[src/design/lmcs_pkg.sv]
// ----------------------------------------------------------------------------
// LED matrix column scanner package
// Field widths, command codes and the control structures that are shared
// by the scanner modules.
// ----------------------------------------------------------------------------
package lmcs_pkg;

    localparam int COLUMN_W    = 5;
    localparam int ROW_W       = 3;
    localparam int CMD_W       = 2;
    localparam int SCAN_W      = 5;
    localparam int DWELL_W     = 16;

    localparam logic [DWELL_W-1:0] DWELL_RESET = 16'd500;

    typedef enum logic [CMD_W-1:0] {
        CMD_WRITE = 2'd0,
        CMD_CLEAR = 2'd1,
        CMD_TICK  = 2'd2
    } t_cmd;

    typedef struct packed {
        logic row_data;
        logic row_clock;
        logic latch;
        logic col_data;
        logic col_clock;
    } t_pins;

    localparam t_pins PINS_RESET = '{
        row_data:  1'b0,
        row_clock: 1'b0,
        latch:     1'b1,
        col_data:  1'b0,
        col_clock: 1'b0
    };

    typedef struct packed {
        logic                write;
        logic                clear;
        logic [COLUMN_W-1:0] column;
        logic [ROW_W-1:0]    row;
        logic                pixel_on;
    } t_fb_wr;

endpackage

[src/design/lmcs_if.sv]
// ----------------------------------------------------------------------------
// LED matrix column scanner channels
// Valid/ready channels for command transactions and pin-level results.
// ----------------------------------------------------------------------------
interface lmcs_cmd_if;
    logic                          valid;
    logic                          ready;
    logic [lmcs_pkg::CMD_W-1:0]    command;
    logic [lmcs_pkg::COLUMN_W-1:0] column;
    logic [lmcs_pkg::ROW_W-1:0]    row;
    logic                          pixel_on;

    modport source (output valid, command, column, row, pixel_on, input ready);
    modport sink   (input valid, command, column, row, pixel_on, output ready);
endinterface

interface lmcs_res_if;
    logic                        valid;
    logic                        ready;
    logic                        row_data_pin;
    logic                        row_clock_pin;
    logic                        latch_pin;
    logic                        column_data_pin;
    logic                        column_clock_pin;
    logic [lmcs_pkg::SCAN_W-1:0] scan_column;

    modport source (output valid, row_data_pin, row_clock_pin, latch_pin,
                    column_data_pin, column_clock_pin, scan_column, input ready);
    modport sink   (input valid, row_data_pin, row_clock_pin, latch_pin,
                    column_data_pin, column_clock_pin, scan_column, output ready);
endinterface

[src/design/lmcs_frame_buffer.sv]
// ----------------------------------------------------------------------------
// LED matrix frame buffer
// One word of pixels per column, with single-pixel writes, a full clear
// and an asynchronous read of the column being scanned.
// ----------------------------------------------------------------------------
module lmcs_frame_buffer #(
    parameter int COLUMNS = 32,
    parameter int ROWS    = 8
) (
    input  logic                       i_clk,
    input  logic                       i_rst_n,
    input  lmcs_pkg::t_fb_wr           i_wr,
    input  logic [$clog2(COLUMNS)-1:0] i_rd_addr,
    output logic [ROWS-1:0]            o_rd_data
);
    import lmcs_pkg::*;

    logic [ROWS-1:0] r_mem [COLUMNS];
    logic [31:0]     wr_col;
    logic [31:0]     wr_row;

    assign wr_col    = 32'(i_wr.column);
    assign wr_row    = 32'(i_wr.row);
    assign o_rd_data = r_mem[i_rd_addr];

    always_ff @(posedge i_clk) begin
        for (int c = 0; c < COLUMNS; c++) begin
            if (!i_rst_n || i_wr.clear) begin
                r_mem[c] <= '0;
            end else if (i_wr.write && wr_col == 32'(c)) begin
                for (int r = 0; r < ROWS; r++) begin
                    if (wr_row == 32'(r)) begin
                        r_mem[c][r] <= i_wr.pixel_on;
                    end
                end
            end
        end
    end

endmodule

[src/design/lmcs_sequencer.sv]
// ----------------------------------------------------------------------------
// LED matrix scan sequencer
// Steps the row shift, latch, column clock and dwell phases, one step per
// scan tick, and presents the pin levels after each step.
// ----------------------------------------------------------------------------
module lmcs_sequencer #(
    parameter int COLUMNS = 32,
    parameter int ROWS    = 8
) (
    input  logic                           i_clk,
    input  logic                           i_rst_n,
    input  logic                           i_tick,
    input  logic [lmcs_pkg::DWELL_W-1:0]   i_dwell_ticks,
    input  logic [ROWS-1:0]                i_col_data,
    output logic [$clog2(COLUMNS)-1:0]     o_rd_addr,
    output lmcs_pkg::t_pins                o_next_pins,
    output logic [lmcs_pkg::SCAN_W-1:0]    o_next_column
);
    import lmcs_pkg::*;

    localparam int COL_W = $clog2(COLUMNS);
    localparam int PH_W  = $clog2(2 * ROWS + 5);

    localparam logic [PH_W-1:0]  PH_LATCH_LOW  = PH_W'(2 * ROWS);
    localparam logic [PH_W-1:0]  PH_LATCH_HIGH = PH_W'(2 * ROWS + 1);
    localparam logic [PH_W-1:0]  PH_COL_LOW    = PH_W'(2 * ROWS + 2);
    localparam logic [PH_W-1:0]  PH_COL_HIGH   = PH_W'(2 * ROWS + 3);
    localparam logic [PH_W-1:0]  PH_DWELL      = PH_W'(2 * ROWS + 4);
    localparam logic [COL_W-1:0] LAST_COLUMN   = COL_W'(COLUMNS - 1);

    logic [PH_W-1:0]    r_phase,  n_phase;
    logic [COL_W-1:0]   r_column, n_column;
    logic [DWELL_W-1:0] r_dwell,  n_dwell;
    logic [ROWS-1:0]    r_shift,  n_shift;
    t_pins              r_pins,   n_pins;
    logic [DWELL_W-1:0] dwell_inc;
    logic [COL_W-1:0]   column_inc;
    logic [31:0]        column_ext;

    assign dwell_inc  = r_dwell + DWELL_W'(1);
    assign column_inc = (r_column == LAST_COLUMN) ? '0 : r_column + COL_W'(1);
    assign column_ext = 32'(n_column);

    assign o_rd_addr     = r_column;
    assign o_next_pins   = n_pins;
    assign o_next_column = column_ext[SCAN_W-1:0];

    always_comb begin
        n_phase  = r_phase;
        n_column = r_column;
        n_dwell  = r_dwell;
        n_shift  = r_shift;
        n_pins   = r_pins;
        if (i_tick) begin
            if (r_phase < PH_LATCH_LOW) begin
                if (!r_phase[0]) begin
                    n_pins.row_clock = 1'b0;
                    if (r_phase == '0) begin
                        n_shift         = i_col_data;
                        n_pins.row_data = i_col_data[0];
                    end else begin
                        n_pins.row_data = r_shift[0];
                    end
                end else begin
                    n_pins.row_clock = 1'b1;
                    n_shift          = r_shift >> 1;
                end
                n_phase = r_phase + PH_W'(1);
            end else if (r_phase == PH_LATCH_LOW) begin
                n_pins.latch = 1'b0;
                n_phase      = r_phase + PH_W'(1);
            end else if (r_phase == PH_LATCH_HIGH) begin
                n_pins.latch = 1'b1;
                n_phase      = r_phase + PH_W'(1);
            end else if (r_phase == PH_COL_LOW) begin
                n_pins.col_clock = 1'b0;
                n_pins.col_data  = (r_column == '0);
                n_phase          = r_phase + PH_W'(1);
            end else if (r_phase == PH_COL_HIGH) begin
                n_pins.col_clock = 1'b1;
                n_dwell          = '0;
                if (i_dwell_ticks == '0) begin
                    n_column = column_inc;
                    n_phase  = '0;
                end else begin
                    n_phase = PH_DWELL;
                end
            end else begin
                if (dwell_inc >= i_dwell_ticks || dwell_inc == '0) begin
                    n_column = column_inc;
                    n_phase  = '0;
                    n_dwell  = '0;
                end else begin
                    n_dwell = dwell_inc;
                end
            end
        end
    end

    always_ff @(posedge i_clk) begin
        if (!i_rst_n) begin
            r_phase  <= '0;
            r_column <= '0;
            r_dwell  <= '0;
            r_shift  <= '0;
            r_pins   <= PINS_RESET;
        end else begin
            r_phase  <= n_phase;
            r_column <= n_column;
            r_dwell  <= n_dwell;
            r_shift  <= n_shift;
            r_pins   <= n_pins;
        end
    end

endmodule

[src/design/led_matrix_column_scanner.sv]
// ----------------------------------------------------------------------------
// LED matrix column scanner
// Frame buffer and scan sequencer that drive a row shift register and a
// column shift chain for a multiplexed LED matrix.
// ----------------------------------------------------------------------------
// Each command transaction on i_cmd writes one pixel, clears the frame
// buffer, or advances the scan by one tick; any other command code only
// reports. Every command transaction yields exactly one result transaction
// on o_result that carries the pin levels and scan column after the command.
// i_cfg_we with i_cfg_wdata sets the dwell length in ticks; write it only
// while no transaction is in flight.
// A transaction is captured in an input register and, once the result register
// is free, worked through into the result register. One transaction is taken
// per cycle while the receiver takes results; this rate is set by the single
// pass from the input register through the frame buffer read and the phase
// logic into the result register.
// When the receiver stalls, the result holds, one more transaction can wait
// in the input register, and i_cmd.ready then falls.
// Synchronous reset clears the frame buffer, puts the scan at column 0 with
// the latch pin high and the other pins low, and sets the dwell to 500.
// ----------------------------------------------------------------------------
module led_matrix_column_scanner #(
    parameter int COLUMNS = 32,
    parameter int ROWS    = 8
) (
    input  logic                         i_clk,
    input  logic                         i_rst_n,
    lmcs_cmd_if.sink                     i_cmd,
    lmcs_res_if.source                   o_result,
    input  logic                         i_cfg_we,
    input  logic [lmcs_pkg::DWELL_W-1:0] i_cfg_wdata
);
    import lmcs_pkg::*;

    localparam int COL_W = $clog2(COLUMNS);

    logic                r_in_valid;
    logic [CMD_W-1:0]    r_command;
    logic [COLUMN_W-1:0] r_column;
    logic [ROW_W-1:0]    r_row;
    logic                r_pixel_on;
    logic                r_out_valid;
    t_pins               r_out_pins;
    logic [SCAN_W-1:0]   r_out_column;
    logic [DWELL_W-1:0]  r_dwell_ticks;

    logic                in_accept;
    logic                advance;
    t_fb_wr              fb_wr;
    logic [COL_W-1:0]    rd_addr;
    logic [ROWS-1:0]     rd_data;
    t_pins               next_pins;
    logic [SCAN_W-1:0]   next_column;

    assign advance      = r_in_valid && (!r_out_valid || o_result.ready);
    assign i_cmd.ready  = !r_in_valid || advance;
    assign in_accept    = i_cmd.valid && i_cmd.ready;

    assign fb_wr.write    = advance && (r_command == CMD_WRITE);
    assign fb_wr.clear    = advance && (r_command == CMD_CLEAR);
    assign fb_wr.column   = r_column;
    assign fb_wr.row      = r_row;
    assign fb_wr.pixel_on = r_pixel_on;

    lmcs_frame_buffer #(
        .COLUMNS (COLUMNS),
        .ROWS    (ROWS)
    ) u_frame_buffer (
        .i_clk     (i_clk),
        .i_rst_n   (i_rst_n),
        .i_wr      (fb_wr),
        .i_rd_addr (rd_addr),
        .o_rd_data (rd_data)
    );

    lmcs_sequencer #(
        .COLUMNS (COLUMNS),
        .ROWS    (ROWS)
    ) u_sequencer (
        .i_clk         (i_clk),
        .i_rst_n       (i_rst_n),
        .i_tick        (advance && (r_command == CMD_TICK)),
        .i_dwell_ticks (r_dwell_ticks),
        .i_col_data    (rd_data),
        .o_rd_addr     (rd_addr),
        .o_next_pins   (next_pins),
        .o_next_column (next_column)
    );

    always_ff @(posedge i_clk) begin
        if (!i_rst_n) begin
            r_in_valid    <= 1'b0;
            r_out_valid   <= 1'b0;
            r_dwell_ticks <= DWELL_RESET;
        end else begin
            if (in_accept) begin
                r_in_valid <= 1'b1;
            end else if (advance) begin
                r_in_valid <= 1'b0;
            end
            if (advance) begin
                r_out_valid <= 1'b1;
            end else if (o_result.ready) begin
                r_out_valid <= 1'b0;
            end
            if (i_cfg_we) begin
                r_dwell_ticks <= i_cfg_wdata;
            end
        end
    end

    always_ff @(posedge i_clk) begin
        if (in_accept) begin
            r_command  <= i_cmd.command;
            r_column   <= i_cmd.column;
            r_row      <= i_cmd.row;
            r_pixel_on <= i_cmd.pixel_on;
        end
        if (advance) begin
            r_out_pins   <= next_pins;
            r_out_column <= next_column;
        end
    end

    assign o_result.valid            = r_out_valid;
    assign o_result.row_data_pin     = r_out_pins.row_data;
    assign o_result.row_clock_pin    = r_out_pins.row_clock;
    assign o_result.latch_pin        = r_out_pins.latch;
    assign o_result.column_data_pin  = r_out_pins.col_data;
    assign o_result.column_clock_pin = r_out_pins.col_clock;
    assign o_result.scan_column      = r_out_column;

endmodule

[src/flat_wrapper.sv]
// flat-port wrapper written by rule: the top's interface ports become plain ports
module led_matrix_column_scanner_flat import lmcs_pkg::*;
#(
    parameter int COLUMNS = 32,
    parameter int ROWS    = 8
)
  (i_clk, i_rst_n, i_cfg_we, i_cfg_wdata, i_cmd_valid, i_cmd_command, i_cmd_column, i_cmd_row, i_cmd_pixel_on, i_cmd_ready, o_result_valid, o_result_row_data_pin, o_result_row_clock_pin, o_result_latch_pin, o_result_column_data_pin, o_result_column_clock_pin, o_result_scan_column, o_result_ready);
  lmcs_cmd_if i_cmd_i ();
  lmcs_res_if o_result_i ();
  input  logic i_clk;
  input  logic i_rst_n;
  input  logic i_cfg_we;
  input  logic [lmcs_pkg::DWELL_W-1:0] i_cfg_wdata;
  input wire logic [$bits(i_cmd_i.valid)-1:0] i_cmd_valid;
  input wire logic [$bits(i_cmd_i.command)-1:0] i_cmd_command;
  input wire logic [$bits(i_cmd_i.column)-1:0] i_cmd_column;
  input wire logic [$bits(i_cmd_i.row)-1:0] i_cmd_row;
  input wire logic [$bits(i_cmd_i.pixel_on)-1:0] i_cmd_pixel_on;
  output wire logic [$bits(i_cmd_i.ready)-1:0] i_cmd_ready;
  output wire logic [$bits(o_result_i.valid)-1:0] o_result_valid;
  output wire logic [$bits(o_result_i.row_data_pin)-1:0] o_result_row_data_pin;
  output wire logic [$bits(o_result_i.row_clock_pin)-1:0] o_result_row_clock_pin;
  output wire logic [$bits(o_result_i.latch_pin)-1:0] o_result_latch_pin;
  output wire logic [$bits(o_result_i.column_data_pin)-1:0] o_result_column_data_pin;
  output wire logic [$bits(o_result_i.column_clock_pin)-1:0] o_result_column_clock_pin;
  output wire logic [$bits(o_result_i.scan_column)-1:0] o_result_scan_column;
  input wire logic [$bits(o_result_i.ready)-1:0] o_result_ready;
  assign i_cmd_i.valid = i_cmd_valid;
  assign i_cmd_i.command = i_cmd_command;
  assign i_cmd_i.column = i_cmd_column;
  assign i_cmd_i.row = i_cmd_row;
  assign i_cmd_i.pixel_on = i_cmd_pixel_on;
  assign i_cmd_ready = i_cmd_i.ready;
  assign o_result_valid = o_result_i.valid;
  assign o_result_row_data_pin = o_result_i.row_data_pin;
  assign o_result_row_clock_pin = o_result_i.row_clock_pin;
  assign o_result_latch_pin = o_result_i.latch_pin;
  assign o_result_column_data_pin = o_result_i.column_data_pin;
  assign o_result_column_clock_pin = o_result_i.column_clock_pin;
  assign o_result_scan_column = o_result_i.scan_column;
  assign o_result_i.ready = o_result_ready;
  led_matrix_column_scanner #(.COLUMNS(COLUMNS), .ROWS(ROWS)) u_core (.i_clk(i_clk), .i_rst_n(i_rst_n), .i_cmd(i_cmd_i), .o_result(o_result_i), .i_cfg_we(i_cfg_we), .i_cfg_wdata(i_cfg_wdata));
endmodule
[config.mk]
export PLATFORM = sky130hd
export DESIGN_NAME = led_matrix_column_scanner_flat
export DESIGN_NICKNAME = d
export VERILOG_FILES = /design/src/design/lmcs_pkg.sv /design/src/design/lmcs_if.sv /design/src/design/lmcs_frame_buffer.sv /design/src/design/lmcs_sequencer.sv /design/src/design/led_matrix_column_scanner.sv /design/src/flat_wrapper.sv
export SDC_FILE = /design/constraint.sdc
export NUM_CORES = 1
export LEC_CHECK = 0
export BUFFER_PORTS_ARGS = -buffer_cell sky130_fd_sc_hd__buf_2
export CAP_MARGIN = 15
export CORE_MARGIN = 8
export CORE_UTILIZATION = 45
export DETAILED_ROUTE_END_ITERATION = 6
export HOLD_SLACK_MARGIN = 0.02
export SKIP_CTS_REPAIR_TIMING = 1
export SLEW_MARGIN = 10
export SYNTH_ARGS = -nofsm -noshare
export SYNTH_HDL_FRONTEND = slang
export SYNTH_SLANG_ARGS = --single-unit
export TNS_END_PERCENT = 30
[constraint.sdc]
create_clock -name i_clk -period 5.3 [get_ports i_clk]
set_input_delay 0.265 -clock i_clk [delete_from_list [all_inputs] [get_ports i_clk]]
set_output_delay 0.265 -clock i_clk [all_outputs]
set_load 0.01 [all_outputs]
After elaboration in Yosys (flattened, before gate mapping)
Memories as Yosys holds them, arrays and structs flattened. A register that Yosys moved wholly into a read port is not among the register bits.
Cells that the tools add are included.

cells by class
  order comparisons = 2
  equality and inequality tests = 45
  multiplexer cells = 1072
  reductions and logical operators = 58
  bitwise gates (word level) = 260
  add/sub/neg operators = 3

operators by type and width
  operator                                            count
  two-way mux 1 bit                                   1046
  OR 1 bit                                            256
  == test 5 bit (second input constant)               21
  two-way mux 5 bit                                   18
  logical NOT 32 bit                                  2
  == test 5 x 4 -> 1 bit (second input constant)      8
  logical AND 1 bit                                   37
  logical NOT 16 bit                                  2
  two-way mux 16 bit                                  2
  == test 5 x 3 -> 1 bit (second input constant)      4
  adder 16 x 1 -> 16 bit (second input constant)      1
  greater-or-equal comparator 16 bit                  1
  two-way mux 8 bit                                   2
  == test 3 bit (second input constant)               4
  adder 5 x 1 -> 5 bit (second input constant)        2
  == test 5 x 2 -> 1 bit (second input constant)      2
  logical NOT 5 bit                                   2
  == test 3 x 2 -> 1 bit (second input constant)      2
  two-way mux 2 bit                                   3
  nonzero test 2 bit                                  3
  nonzero test 6 bit                                  1
  == test 5 x 1 -> 1 bit (second input constant)      1
  less-than comparator 5 bit (second input constant)  1
  AND reduction 5 bit                                 1
  10 further kinds                                    18

word-level totals
  memories kept = 1
  output and inout bits = 12
  bits in registers = 78
  word-level logic and storage cells = 1463
  input bits = 32
  RAM bits = 256

memories
  memory                       depth  bits a word  read ports  clocked after Yosys merged registers in  wr ports  line                     source
  u_core.u_frame_buffer.r_mem  32     8            1           1                                        32        lmcs_frame_buffer.sv:18  logic [ROWS-1:0] r_mem [COLUMNS];

Logic depth before layout (Yosys ltp)
  word-level depth = 11
  depth in mapped cells = 15
  gate-level depth less buffers = 13

Cells and area by module
From an unflattened synthesis, not the netlist that was laid out.

unflattened totals
  cell total of the unflattened synthesis = 1490
  area total of the unflattened synthesis = 17028.8 um^2

modules (own cells, without submodules)
  module                     sequential area each (um^2)  area an instance (um^2)  cells an instance  instances
  lmcs_frame_buffer          7687.4                       12715.9                  1052               1
  lmcs_sequencer             780.7                        2957.8                   353                1
  led_matrix_column_scanner  991.0                        1355.0                   85                 1

Worst setup path before layout
Ideal clock, no wire load.

  path kind = register -> register
  start point = reg u_core.u_sequencer.r_dwell[0]
  end point = reg u_core.r_out_column[1], in the netlist u_core.o_result.scan_column[1], data pin
  clock period less this slack = 3.985 ns
  data required time = 5.034 ns
  cell stages (with the launch flop) = 14
  path buffers = 2
  setup time = 0.266 ns
  data arrival time = 3.720 ns
  slack = 1.315 ns
  cells stage by stage = dfxtp_1 -> ha_1 -> buf_4 -> nand3_2 -> buf_6 -> or4_4 -> xnor2_1 -> ha_1 -> a21o_1 -> a211o_1 -> a2111oi_0 -> a211oi_1 -> o211ai_2 -> mux2_1

between the ends
  cells in the longest elaborated chain, start to end = 10
  elaborated cells on any way between the ends = 11
  those cells by class = add/sub: 1; order compare: 1; mux: 7; reduce/logical: 2

ends and longest elaborated chain
  what                                                                             line                              source
  start: declaration                                                               lmcs_sequencer.sv:33              logic [DWELL_W-1:0] r_dwell, n_dwell;
  start signal: assignment                                                         lmcs_sequencer.sv:110             r_dwell <= n_dwell;
  adder 16 x 1 -> 16 bit (*)                                                       lmcs_sequencer.sv:40              assign dwell_inc = r_dwell + DWELL_W'(1);
  greater-or-equal comparator 16 bit / logical NOT 16 bit (equally long branches)  lmcs_sequencer.sv:89              if (dwell_inc >= i_dwell_ticks || dwell_inc == '0) begin
  logical OR 1 bit (*)                                                             lmcs_sequencer.sv:89
  two-way mux 5 bit (*)                                                            lmcs_sequencer.sv:89
  two-way mux 5 bit (*)                                                            lmcs_sequencer.sv:79              end else if (r_phase == PH_COL_HIGH) begin
  two-way mux 5 bit (*)                                                            lmcs_sequencer.sv:75              end else if (r_phase == PH_COL_LOW) begin
  two-way mux 5 bit (*)                                                            lmcs_sequencer.sv:72              end else if (r_phase == PH_LATCH_HIGH) begin
  two-way mux 5 bit (*)                                                            lmcs_sequencer.sv:69              end else if (r_phase == PH_LATCH_LOW) begin
  two-way mux 5 bit (*)                                                            lmcs_sequencer.sv:55              if (r_phase < PH_LATCH_LOW) begin
  two-way mux 5 bit (*)                                                            lmcs_sequencer.sv:54              if (i_tick) begin
  named net u_core.next_column[1]                                                  led_matrix_column_scanner.sv:53   logic [SCAN_W-1:0] next_column;
  end signal: assignment                                                           led_matrix_column_scanner.sv:121  r_out_column <= next_column;
  end: declaration                                                                 led_matrix_column_scanner.sv:44   logic [SCAN_W-1:0] r_out_column;

Mark *: on every way through the listed nets, which the timed path passes. The rest lies on a longest branch.
A chain may end at the register's enable or synchronous reset.

Worst setup path in the final report
  start point = reg u_core.u_sequencer.r_dwell[0]
  end point = reg u_core.u_sequencer.r_dwell[3]

between the ends
  cells in the longest elaborated chain, start to end = 5
  elaborated cells on any way between the ends = 6
  those cells by class = add/sub: 1; order compare: 1; mux: 2; reduce/logical: 2

ends and longest elaborated chain
  what                                                                             line
  adder 16 x 1 -> 16 bit (*)                                                       lmcs_sequencer.sv:40
  greater-or-equal comparator 16 bit / logical NOT 16 bit (equally long branches)  lmcs_sequencer.sv:89
  logical OR 1 bit                                                                 lmcs_sequencer.sv:89
  two-way mux 16 bit (*)                                                           lmcs_sequencer.sv:89
  two-way mux 16 bit (*)                                                           lmcs_sequencer.sv:79

Mark *: on every way between the ends. The rest lies on a longest branch, timed or not.

==> impl_metrics.ini <==
[placement]
dp_cells = 2041
dp_hpwl_mm = 27.7
port_buffers = 43
routabilityCongestion = 0.899

[status]
status = complete, no violations

[final_layout]
fill_cells = 3427
n_antenna_cell = 0
fin_cells = 2137
syn2layout_area_growth_pct = 10.7
multiInputGateArea_mm2 = 0.00685
fin_nets = 1657
ff_latch_area_mm2 = 0.00946
drive_above_1_share_pct = 11.6

[clock_tree]
cts.clk_slew.worst_paths_ns = 0.06
clock_latency_ns = 0.56
cts_tree = built
cts-buffers-inserted = 38
cts.sinks = 334
clockBufferDepth = 3
cts-root-buf = clkbuf_16
h-tree-depth = 2

[logic_synthesis]
synthXorXnorAreaFrac_pct = 0.770
synth_adder_area_share_pct = 1.83
netlist_top_cells_area = edfxtp_1 (49%), o21ai_0 (8.5%), dfxtp_1 (6.7%)
synth-compound-area-share_pct = 14.6
ys_warn_count = 0
synthesis.area_mm2 = 0.0171
synth_commonest_cells = o21ai_0 (291), nor2_1 (285), edfxtp_1 (277)
ys.flop_type = edfxtp_1
synth_top_area_share_pct = 48.7
syn_inst = 1629
syn_avg_cell_area_um2 = 10.5
async_reset_ff_share_pct = 0
synthMuxAreaShare_pct = 9.16
yosysMostFrequentCell = o21ai_0
synth_edf_count = 277
seq_area_frac_synth_pct = 55.4
syn-num-nets = 1686
ys_types = 68
synth_top_family_by_area = compound AO/OA/AOI/OAI gates
ys_seq_elements = 334
synth_area_leader_cell = edfxtp_1
synth_simple_gate_area_share_pct = 13.7

[floorplan]
die_w_um = 211
io_pins = 44
start_util_pct = 45.5
die-area_mm2 = 0.0444
coreArea_mm2 = 0.0375
chipHeight_um = 211
placementRows = 71

[detailed_routing]
detail_route.iter0.violations = 1156
wl_per_cell_um = 20.4
antenna_left = 0
drc = 0
vias = 12500
wirelength_mm = 43.5
first_pass_iters = 5
viasPerCell = 5.85

[critical_path]
cp_data_arrival_time_ns = 5.01
cp-start-kind = register
crit_fanout = 11
critPathCaptureType = register
r2r_cells = 12
required_ns = 5.78
setup.worst_path.class = reg -> reg

[timing]
finalClockSkew_ns = 0.0191
slew_headroom_pct = 25.0
hold_ws_ns = 0.0144
hold_viol = 0
period_share_pct = 85.4
finalSetupTns_ns = 0
max_freq_mhz = 221
setup_violations = 0
rsz0062_at_grt = false
worst_pin_slew_ns = 1.12
period_needed_ns = 4.53
slew_viol_final = 0

[hold_path]
hold_path_class = in -> reg
min_path_cells = 3

[global_routing]
grt_pass1_wl_mm = 67.6
grt_max_degree = 109
track_usage_pct = 19.4
overflow = 0
grt_pass1_vias = 12000
antenna_found_initial = 0

[power_and_ir_drop]
finalPower_mw = 5.69
leakage_nw = 6.14
vdd_drop_max_uv = 224
power.density_mw_per_mm2 = 301

[flow_run]
drv_cap = 0
routing by layer:
metal	wire length, um	GRT usage (%)
met1	18500	25.3
met2	20900	31.6
met3	2800	3.64
met4	1380	7.77
met5	0	0
report_power, final:
part           switching (mW)  leakage, nW  total [mW]  internal [mW]
logic                   0.190         2.26       0.297          0.107
registers              0.0360         3.35        2.97           2.94
clock network            1.05        0.539        2.42           1.37
logic make-up after synthesis:
logic type,after synthesis
DFF,334
xor gates and xnor gates,15
and+or+nand+nor,520
muxes,109
adders and majority gates,25
AOI/OAI and AO/OA,433
buffers and inverters,193
cells in the final DEF, fill, tap and decap left out, types with 6 or more instances in the layout:
master and count:
a211oi_1 6, a21boi_0 8, a21oi_1 41, a221oi_1 7
a22oi_1 10, and2_1 16, and3_1 7, buf_2 43
buf_4 27, clkbuf_1 14, clkbuf_16 39, clkinv_1 8
dfxtp_1 55, dlygate4sd3_1 27, edfxtp_1 277, ha_1 25
inv_1 24, mux2_2 14, mux2i_1 56, mux4_2 36
nand2_1 88, nand2b_1 17, nand3_1 18, nand4_1 12
nor2_1 285, nor2b_1 18, nor3_1 19, nor4_1 10
o211ai_1 13, o21ai_0 291, o221ai_1 13, o22ai_1 8
or3_1 6, xnor2_1 10
state kept, by name, indices dropped and copies added, names as in the netlist:
name,flops
u_core.o_result.column_clock_pin,1
u_core.u_sequencer.r_pins,5
u_core.u_sequencer.r_dwell,16
u_core.r_pixel_on,1
u_core.r_dwell_ticks,16
u_core.u_sequencer.r_shift,8
u_core.r_column,5
u_core.r_command,2
u_core.r_in_valid,1
u_core.u_frame_buffer.r_mem,256
u_core.u_sequencer.o_rd_addr,5
u_core.u_sequencer.r_phase,5
u_core.o_result.row_clock_pin,1
u_core.r_row,3
u_core.o_result.latch_pin,1
u_core.o_result.valid,1
u_core.o_result.scan_column,5
u_core.o_result.row_data_pin,1
u_core.o_result.column_data_pin,1
area by class of cell:
type | count | area share (%)
Inverter | 24 | 0.477
Sequential cell | 334 | 50.1
Timing Repair Buffer | 100 | 3.86
Clock inverter | 12 | 0.364
Tap cell | 511 | 3.39
Clock buffer | 54 | 5.52
Multi-Input combinational cell | 1102 | 36.3
through the flow:
stage / utilization, % / instance area [um2] / setup WS (ns)
2_1_floorplan: - / 17100 / 1.31
3_3_place_gp: 46.6 / 17500 / 0.867
3_5_place_dp: 46.6 / 17500 / 0.791
4_1_cts: 49.5 / 18600 / 0.747
5_1_grt: 50.4 / 18900 / 0.432
6_report: 50.4 / 18900 / 0.773
path summary, 6_finish.rpt:
kind,from,end,slack (ns)
setup reg to reg,u_core.u_sequencer.r_dwell[0]$_SDFFE_PN0P_,u_core.u_sequencer.r_dwell[3]$_SDFFE_PN0P_,0.77
hold reg to reg,u_core.r_dwell_ticks[4]$_SDFFE_PN1P_,u_core.r_dwell_ticks[4]$_SDFFE_PN1P_,0.51
setup / recovery,u_core.u_sequencer.r_dwell[0]$_SDFFE_PN0P_,u_core.u_sequencer.r_dwell[3]$_SDFFE_PN0P_,0.77
hold / removal,i_cfg_wdata[9],u_core.r_dwell_ticks[9]$_SDFFE_PN0P_,0.01
worst max-delay path: stages (launching register included):
cell	delay, ns
dfxtp_1	0.51
ha_1	0.37
nand3_2	0.26
or4_4	0.64
xnor2_1	0.15
ha_1	0.32
a21o_1	0.19
a211o_1	0.30
a2111oi_0	0.52
a211o_1	0.32
nand3_2	0.23
or4_1	0.52
a21boi_1	0.14
Note: power is estimated with default switching activity, not from simulation.
